[config.mk]
export PLATFORM = sky130hd
export DESIGN_NAME = trilat_xnum
export DESIGN_NICKNAME = d
export VERILOG_FILES = /design/src/rtl/assert_macros.svh /design/src/rtl/trilat_pkg.sv /design/src/rtl/trilat_xnum.sv
export SDC_FILE = /design/constraint.sdc
export NUM_CORES = 2
export LEC_CHECK = 0
export BUFFER_PORTS_ARGS = -buffer_cell sky130_fd_sc_hd__buf_2
export CAP_MARGIN = 20
export CORE_UTILIZATION = 25
export DETAILED_ROUTE_END_ITERATION = 8
export GPL_ROUTABILITY_DRIVEN = 0
export PLACE_DENSITY = 0.36
export SLEW_MARGIN = 20
export SYNTH_ARGS = -nofsm -noshare
export SYNTH_HDL_FRONTEND = slang
export SYNTH_SLANG_ARGS = --single-unit
[constraint.sdc]
create_clock -name clk -period 7.7 [get_ports clk]
set_input_delay 0.77 -clock clk [delete_from_list [all_inputs] [get_ports clk]]
set_output_delay 0.77 -clock clk [all_outputs]
set_load 0.05 [all_outputs]
[src/rtl/assert_macros.svh]
// Assertion macros included by trilateration_solver.sv, which checks its own behavior.
`ifndef ASSERT_MACROS_SVH
`define ASSERT_MACROS_SVH

`ifndef NO_ASSERTIONS

`define TRILAT_ASSERT_IMP(lbl, clk, rst_n, ant, con) \
	lbl: assert property (@(posedge clk) disable iff (!rst_n) (ant) |-> (con)) \
		else $error("implication check failed");

`define TRILAT_ASSERT_NEXT(lbl, clk, rst_n, ant, con) \
	lbl: assert property (@(posedge clk) disable iff (!rst_n) (ant) |=> (con)) \
		else $error("next-cycle check failed");

`else

`define TRILAT_ASSERT_IMP(lbl, clk, rst_n, ant, con)

`define TRILAT_ASSERT_NEXT(lbl, clk, rst_n, ant, con)

`endif

`endif

[src/rtl/trilat_pkg.sv]
// Types, codes and the saturation helper function shared by the trilateration solver modules.
`timescale 1ns / 1ps

package trilat_pkg;

	localparam int COORD_WIDTH = 16;
	localparam int RANGE_WIDTH = 16;
	localparam int POS_WIDTH = 32;
	localparam int CFG_INDEX_WIDTH = 3;

	localparam logic [POS_WIDTH-1:0] POS_MIN = {1'b1, {(POS_WIDTH-1){1'b0}}};
	localparam logic [POS_WIDTH-1:0] POS_MAX = {1'b0, {(POS_WIDTH-1){1'b1}}};

	typedef enum logic [CFG_INDEX_WIDTH-1:0] {
		REG_ANCHOR_A_X,
		REG_ANCHOR_A_Y,
		REG_ANCHOR_B_X,
		REG_ANCHOR_B_Y,
		REG_ANCHOR_C_X,
		REG_ANCHOR_C_Y
	} reg_index_e;

	typedef enum logic [1:0] {
		STATUS_OK,
		STATUS_COLLINEAR,
		STATUS_EQUAL_X,
		STATUS_SATURATED
	} status_e;

	typedef struct packed {
		logic [RANGE_WIDTH-1:0] range_a;
		logic [RANGE_WIDTH-1:0] range_b;
		logic [RANGE_WIDTH-1:0] range_c;
	} in_t;

	typedef struct packed {
		logic signed [POS_WIDTH-1:0] pos_x;
		logic signed [POS_WIDTH-1:0] pos_y;
		logic [1:0] status;
	} out_t;

	typedef struct packed {
		logic den_zero;
		logic equal_x;
	} flags_t;

	typedef struct packed {
		logic signed [POS_WIDTH-1:0] value;
		logic sat;
	} sat_t;

	// Turns a quotient magnitude, its overflow flag and its sign into a clamped signed value.
	function automatic sat_t saturate(input logic [POS_WIDTH-1:0] mag, input logic ovf,
			input logic neg);
		sat_t r;
		if (neg) begin
			if (ovf || (mag > POS_MIN)) begin
				r.value = POS_MIN;
				r.sat = 1'b1;
			end else begin
				r.value = -mag;
				r.sat = 1'b0;
			end
		end else begin
			if (ovf || mag[POS_WIDTH-1]) begin
				r.value = POS_MAX;
				r.sat = 1'b1;
			end else begin
				r.value = mag;
				r.sat = 1'b0;
			end
		end
		return r;
	endfunction

endpackage

[src/rtl/trilat_xnum.sv]
// Middle pipeline: saturates y and forms the x numerator and divisor magnitudes.
`timescale 1ns / 1ps

module trilat_xnum #(
	parameter int COORD_WIDTH = trilat_pkg::COORD_WIDTH
) (
	input  logic clk,
	input  logic arst_n,
	input  logic en,
	input  logic in_valid,
	input  logic [trilat_pkg::POS_WIDTH-1:0] qmag,
	input  logic ovf,
	input  logic neg,
	input  logic signed [2*COORD_WIDTH+2:0] t_val,
	input  logic signed [COORD_WIDTH:0] ayby,
	input  logic signed [COORD_WIDTH:0] bxax,
	input  trilat_pkg::flags_t flags_in,
	output logic out_valid,
	output logic [((trilat_pkg::POS_WIDTH + COORD_WIDTH + 2 > 2 * COORD_WIDTH + 3) ?
		trilat_pkg::POS_WIDTH + COORD_WIDTH + 2 : 2 * COORD_WIDTH + 3):0] nx_mag,
	output logic [COORD_WIDTH+1:0] dx_mag,
	output logic neg_out,
	output logic signed [trilat_pkg::POS_WIDTH-1:0] py,
	output logic ysat,
	output trilat_pkg::flags_t flags
);

	localparam int PWD = trilat_pkg::POS_WIDTH;
	localparam int DFW = COORD_WIDTH + 1;
	localparam int SW = 2 * COORD_WIDTH + 3;
	localparam int PRW = PWD + DFW;
	localparam int NXW = ((PRW + 1 > SW) ? PRW + 1 : SW) + 1;

	trilat_pkg::sat_t ys;

	logic v_s1, v_s2, v_s3, v_s4;

	logic signed [PWD-1:0] py_s1, py_s2, py_s3, py_s4;
	logic ysat_s1, ysat_s2, ysat_s3, ysat_s4;
	trilat_pkg::flags_t flags_s1, flags_s2, flags_s3, flags_s4;
	logic signed [SW-1:0] t_s1, t_s2;
	logic signed [DFW-1:0] ayby_s1;
	logic signed [DFW-1:0] bxax_s1, bxax_s2, bxax_s3;
	logic signed [PRW-1:0] prod_s2;
	logic signed [NXW-1:0] nx_s3;
	logic [NXW-1:0] nxmag_s4;
	logic [DFW:0] dxmag_s4;
	logic neg_s4;

	assign ys = trilat_pkg::saturate(qmag, ovf, neg);

	always_ff @(posedge clk or negedge arst_n) begin
		if (!arst_n) begin
			v_s1 <= 1'b0;
			v_s2 <= 1'b0;
			v_s3 <= 1'b0;
			v_s4 <= 1'b0;
		end else if (en) begin
			v_s1 <= in_valid;
			v_s2 <= v_s1;
			v_s3 <= v_s2;
			v_s4 <= v_s3;
		end
	end

	always_ff @(posedge clk) begin
		if (en) begin
			py_s1 <= ys.value;
			ysat_s1 <= ys.sat;
			flags_s1 <= flags_in;
			t_s1 <= t_val;
			ayby_s1 <= ayby;
			bxax_s1 <= bxax;

			prod_s2 <= PRW'(py_s1) * PRW'(ayby_s1);
			py_s2 <= py_s1;
			ysat_s2 <= ysat_s1;
			flags_s2 <= flags_s1;
			t_s2 <= t_s1;
			bxax_s2 <= bxax_s1;

			nx_s3 <= (NXW'(prod_s2) << 1) - NXW'(t_s2);
			py_s3 <= py_s2;
			ysat_s3 <= ysat_s2;
			flags_s3 <= flags_s2;
			bxax_s3 <= bxax_s2;

			nxmag_s4 <= nx_s3[NXW-1] ? -nx_s3 : nx_s3;
			dxmag_s4 <= {(bxax_s3[DFW-1] ? -bxax_s3 : bxax_s3), 1'b0};
			neg_s4 <= nx_s3[NXW-1] ^ bxax_s3[DFW-1];
			py_s4 <= py_s3;
			ysat_s4 <= ysat_s3;
			flags_s4 <= flags_s3;
		end
	end

	assign out_valid = v_s4;
	assign nx_mag = nxmag_s4;
	assign dx_mag = dxmag_s4;
	assign neg_out = neg_s4;
	assign py = py_s4;
	assign ysat = ysat_s4;
	assign flags = flags_s4;

endmodule

== Word-level counts from Yosys, hierarchy flattened ==
Index checks and enable logic that the tools add are counted.

* Word-level logic and storage cells: 47
* Bits of input ports: 109
* Flip-flop bits (word level): 451
* Output and inout bits: 106

* Add/sub/neg operators: 4
* Order comparisons: 1
* Multiplexer cells: 5
* Reductions and logical operators: 2
* Multipliers: 1
* Bitwise operators: 1

{| class="wikitable"
|+ Operators by type and width
! cell !! count
|-
| $mux W33 || 3
|-
| $neg A51 Y51 || 1
|-
| $sub A50 B35 Y51 || 1
|-
| $mux W50 || 1
|-
| $mul A32 B17 Y49 || 1
|-
| $gt A32 B32 Y1 const B || 1
|-
| $neg A32 Y32 || 1
|-
| $neg A17 Y17 || 1
|-
| $mux W16 || 1
|-
| $logic_or A1 B1 Y1 || 2
|-
| $xor A1 B1 Y1 || 1
|}

== Longest topological paths before layout ==
* Depth in word-level cells: 4
* Mapped depth: 25
* Depth with buffers taken out: 24

== Least setup slack after synthesis ==
Ideal clock, no wire load.

* Kind: register -> register
* Start point: reg py_s1[7]
* End point: reg prod_s2[46] (data pin)
* Stages on the path, launching flop included: 25
* Buffers on the path: 1
* Setup time: 270 ps
* Data arrival time: 6263 ps
* Clock period less this slack: 6534 ps
* Data required time: 7430 ps
* Path slack: 1166 ps
* Path through: edfxtp_1 > clkbuf_1 > nand2_1 > fa_1 > inv_1 > fa_1 > inv_1 > fa_1 > inv_1 > fa_1 > fa_1 > inv_1 > fa_1 > inv_1 > ha_1 > a21o_1 > a21oi_1 > o21ai_0 > a221oi_1 > nand2_1 > o21a_1 > nand3b_1 > a21boi_0 > nor3_1 > or3b_2

* Cells in the longest elaborated chain, start to end: 1

{| class="wikitable"
|+ RTL lines
! element !! RTL line !! source
|-
| start, declared || trilat_xnum.sv:38 || <nowiki>logic signed [PWD-1:0] py_s1, py_s2, py_s3, py_s4;</nowiki>
|-
| start signal, assigned || trilat_xnum.sv:68 || <nowiki>py_s1 <= ys.value;</nowiki>
|-
| $mul A32 B17 Y49 || trilat_xnum.sv:75 || <nowiki>prod_s2 <= PRW'(py_s1) * PRW'(ayby_s1);</nowiki>
|-
| end signal, assigned || trilat_xnum.sv:75 ||
|-
| end, declared || trilat_xnum.sv:44 || <nowiki>logic signed [PRW-1:0] prod_s2;</nowiki>
|}

No other way between the ends.
A chain may end at the register's enable or synchronous reset.

== Final worst setup path ==
* Start point: reg ayby_s1[5]
* End point: reg prod_s2[46] (data pin)

* Cells in the longest elaborated chain, start to end: 1

{| class="wikitable"
|+ RTL lines
! element !! RTL line !! source
|-
| start, declared || trilat_xnum.sv:42 || <nowiki>logic signed [DFW-1:0] ayby_s1;</nowiki>
|-
| start signal, assigned || trilat_xnum.sv:72 || <nowiki>ayby_s1 <= ayby;</nowiki>
|-
| $mul A32 B17 Y49 || trilat_xnum.sv:75 ||
|}

No other way between the ends.

==> impl_metrics.csv <==
group,metric,value,unit
critical_path,cp.arrival,7.50,ns
sta,totalNegativeSetupSlack,0,ns
clocking,path_clk_slew,0.06,ns
critical_path,timing.critical_path.slowest_stage_cell,"sky130_fd_sc_hd__edfxtp_1",
sta,final_period_minus_worst_setup_slack,7.07,ns
sta,relSlewSlack,0.390,
die,num_rows,141,
placement,io_buffers,213,
clocking,cts-htree-levels,2,
synthesis,synth_common_cells,"sky130_fd_sc_hd__inv_1 (624), sky130_fd_sc_hd__fa_1 (522), sky130_fd_sc_hd__edfxtp_1 (447), sky130_fd_sc_hd__nand2_1 (385), sky130_fd_sc_hd__and2_1 (239)",
sta,max_freq,0.141,GHz
route,drt_wl_total,100000,um
synthesis,yosys_warnings,0,
critical_path,critical_path.startpoint_type,"register",
clocking,cts_buffer_count,59,
synthesis,mappedNetlistNets,4123,
global_routing,first_global_vias,25200,
die,floorplan.die_area,0.151,mm^2
route,post_drt_via_cell_ratio,4.20,
route,drtAntennaViolNets,0,
route,vias,23300,
clocking,cts-resized-gates,0,
cells_and_area,areaGrowthSynthToFinish,15.5,%
sta,timing.final.hold_violations,0,
sta,grt_setup_unrepaired,"false",
critical_path,library_cell_appearing_most_often_on_the_critical_path,"sky130_fd_sc_hd__fa_1",
critical_path,timing_worst_setup_path_type,"register to register",
synthesis,yosys_register_bits,451,
job,cap_viol_max_count,0,
sta,final-max-slew-violation-count,0,
cells_and_area,nNetsFinal,4365,
sta,worstMarginPinSlew,0.915,ns
critical_path,timing.critical_path.fanout_max,18,
synthesis,synthesis.area_per_instance,11.2,um^2
synthesis,synth_top_area_frac,0.360,
synthesis,postSynthCellCount,3325,
synthesis,synth_top_flop_cell,"sky130_fd_sc_hd__edfxtp_1",
route,dr.first_iter.drc_count,1097,
synthesis,post_synth_main_area_contributors,"sky130_fd_sc_hd__edfxtp_1 (36%), sky130_fd_sc_hd__fa_1 (28%), sky130_fd_sc_hd__inv_1 (6.3%)",
min_path,whs_path_depth,1,
cells_and_area,layout-drive-gt1-share,0.117,
critical_path,timing.critical_path.slowest_cell_delay,0.73,ns
placement,dp_hpwl,79300,um
clocking,clockRootBuffer,"sky130_fd_sc_hd__clkbuf_16",
synthesis,synth-edff-count,447,
sta,worst_clock_skew,0.0362,ns
global_routing,antenna_found_initial,4,
synthesis,synth.yosys.seq_area_share,0.363,
clocking,worst_skew_pair.late_latency,0.69,ns
min_path,timing.hold.worst.class,"input pin to register",
die,die_height,388,um
critical_path,worst_r2r_path_depth,23,
global_routing,first_pass_grt_wire_length,156000,um
clocking,clkSinkCount,451,
global_routing,grt.total_usage,0.134,
route,drt_first_pass_iters,4,
route,wl_per_cell,18.0,um
die,core_region_area,0.148,mm^2
synthesis,post-synth-top-count-cell,"sky130_fd_sc_hd__inv_1",
synthesis,synthArstFlopShare,0.00887,
route,drc,0,
cells_and_area,insertedDiodeCount,0,
die,boundaryPins,215,
synthesis,synthesis.area,0.0373,mm^2
die,die_width,388,um
synthesis,synth_cell_type_count,72,
clocking,tritoncts_clock_tree,"built",
critical_path,crit_required,8.13,ns
sta,fin_crit_sh,0.918,
synthesis,netlist.top_cell.by_area,"sky130_fd_sc_hd__edfxtp_1",
clocking,ctsLongestPathBuffers,3,
critical_path,crit_chain,"buf_4 -> nand2_1 -> fa_1 -> inv_1 -> fa_1 -> inv_1 -> fa_1 -> inv_1 -> fa_1 -> fa_1 -> inv_1 -> fa_1 -> inv_1 -> ha_1 -> and3_1 -> nand2_1 -> nor3_1 -> o21a_1 -> nand3b_1 -> a21boi_0 -> buf_4 -> o2111ai_1 -> or3b_2",
global_routing,grt_overflow_total,0,
critical_path,worst_setup_path_end_kind,"register",
die,start_util,0.252,
global_routing,grt_start_max_net_pins,124,
sta,timing.final.setup_violations,0,
run_status,outcome,"completed",
## layout by cell type (no fill, tap or decap), drive strengths merged, types with 26 or more instances in the layout
| cell type | count |
|---|---|
| inv | 628 |
| fa | 522 |
| edfxtp | 447 |
| nand2 | 386 |
| buf | 292 |
| and2 | 239 |
| ha | 167 |
| xnor2 | 120 |
| o21ai | 96 |
| nor2 | 90 |
| a21oi | 90 |
| clkbuf | 65 |
| a21o | 50 |
| xor2 | 36 |
| o31ai | 29 |
| nand3 | 28 |
| or3 | 26 |
| o311ai | 26 |
## worst paths after layout
check / end / slack [ns] / from
max in group asynchronous: v_s1$_DFFE_PN0P_ / 7.17 / arst_n
min in group asynchronous: v_s3$_DFFE_PN0P_ / 0.42 / arst_n
setup reg to reg: prod_s2[46]$_DFFE_PP_ / 0.63 / ayby_s1[5]$_DFFE_PP_
hold / removal: bxax_s1[5]$_DFFE_PP_ / 0.25 / bxax[5]
hold reg to reg: flags_s3[0]$_DFFE_PP_ / 0.40 / flags_s2[0]$_DFFE_PP_
setup / recovery: prod_s2[46]$_DFFE_PP_ / 0.63 / ayby_s1[5]$_DFFE_PP_
## repair_timing
| item | CTS | global route |
|---|---|---|
| setup buffers | 0 | 0 |
| hold endpoints to repair | 4 | 0 |
| hold buffers | 1 | 0 |
## flip-flops by register name (all words and copies together), names as in the netlist, 2 cells and up
register	cells
t_s2	35
py_s2	32
bxax_s3	17
flags_s2	2
t_s1	35
py	32
py_s3	32
nx_mag	51
py_s1	32
bxax_s2	17
nx_s3	51
ayby_s1	17
flags	2
prod_s2	49
flags_s3	2
flags_s1	2
dx_mag	17
bxax_s1	17
## cell families (layout without fill, tap and decap cells)
kind of cell	Yosys count	in the layout	share of synthesized area
DFF	451	451	0.363
other	1	1	0.000101
and+or+nand+nor	903	903	0.121
AOI/OAI and AO/OA	383	383	0.0672
adders and majority gates	689	689	0.336
buffers and inverters	737	1027	0.0744
xor gates and xnor gates	156	156	0.0367
muxes	5	5	0.00148
## routing by layer
layer / up-vias / routed length [um] / GRT usage
met5: - / 54 / 0
met4: 8 / 2010 / 0.0320
met3: 98 / 4000 / 0.0235
met2: 372 / 41200 / 0.197
met1: 11600 / 52800 / 0.201
li1: 11200 / - / -
## layout make-up
type / count / area, um^2
Clock buffer: 65 / 1500
Multi-Input combinational cell: 2137 / 21000
Clock inverter: 44 / 562
Fill cell: 15400 / 105000
Sequential cell: 451 / 13500
Inverter: 625 / 2350
Tap cell: 1930 / 2410
Timing Repair Buffer: 293 / 1730
## worst max-delay path: cells and delay by family (launching register included)
kind	cells	cell delay [ns]
fa+ha+maj	7	3.65
simple gates	6	1.16
buf+inv	7	0.79
flops	1	0.73
compound gates	3	0.49
## metrics by stage
step                      instances  setup WS (ns)  hold WS [ns]   util  area, um^2
after floorplan                3325           1.17         0.400      -       37300
after global placement         5435          0.561         0.400  0.277       41000
after detailed placement       5435          0.554         0.405  0.277       41000
after CTS                      5545          0.556         0.172  0.291       43100
after global routing           5545          0.151         0.194  0.291       43100
final                          5545          0.630         0.251  0.291       43100
Power is left out: the tool's default activity adds up to more than one toggle a clock period on the data nets, which glitch-free logic cannot reach.
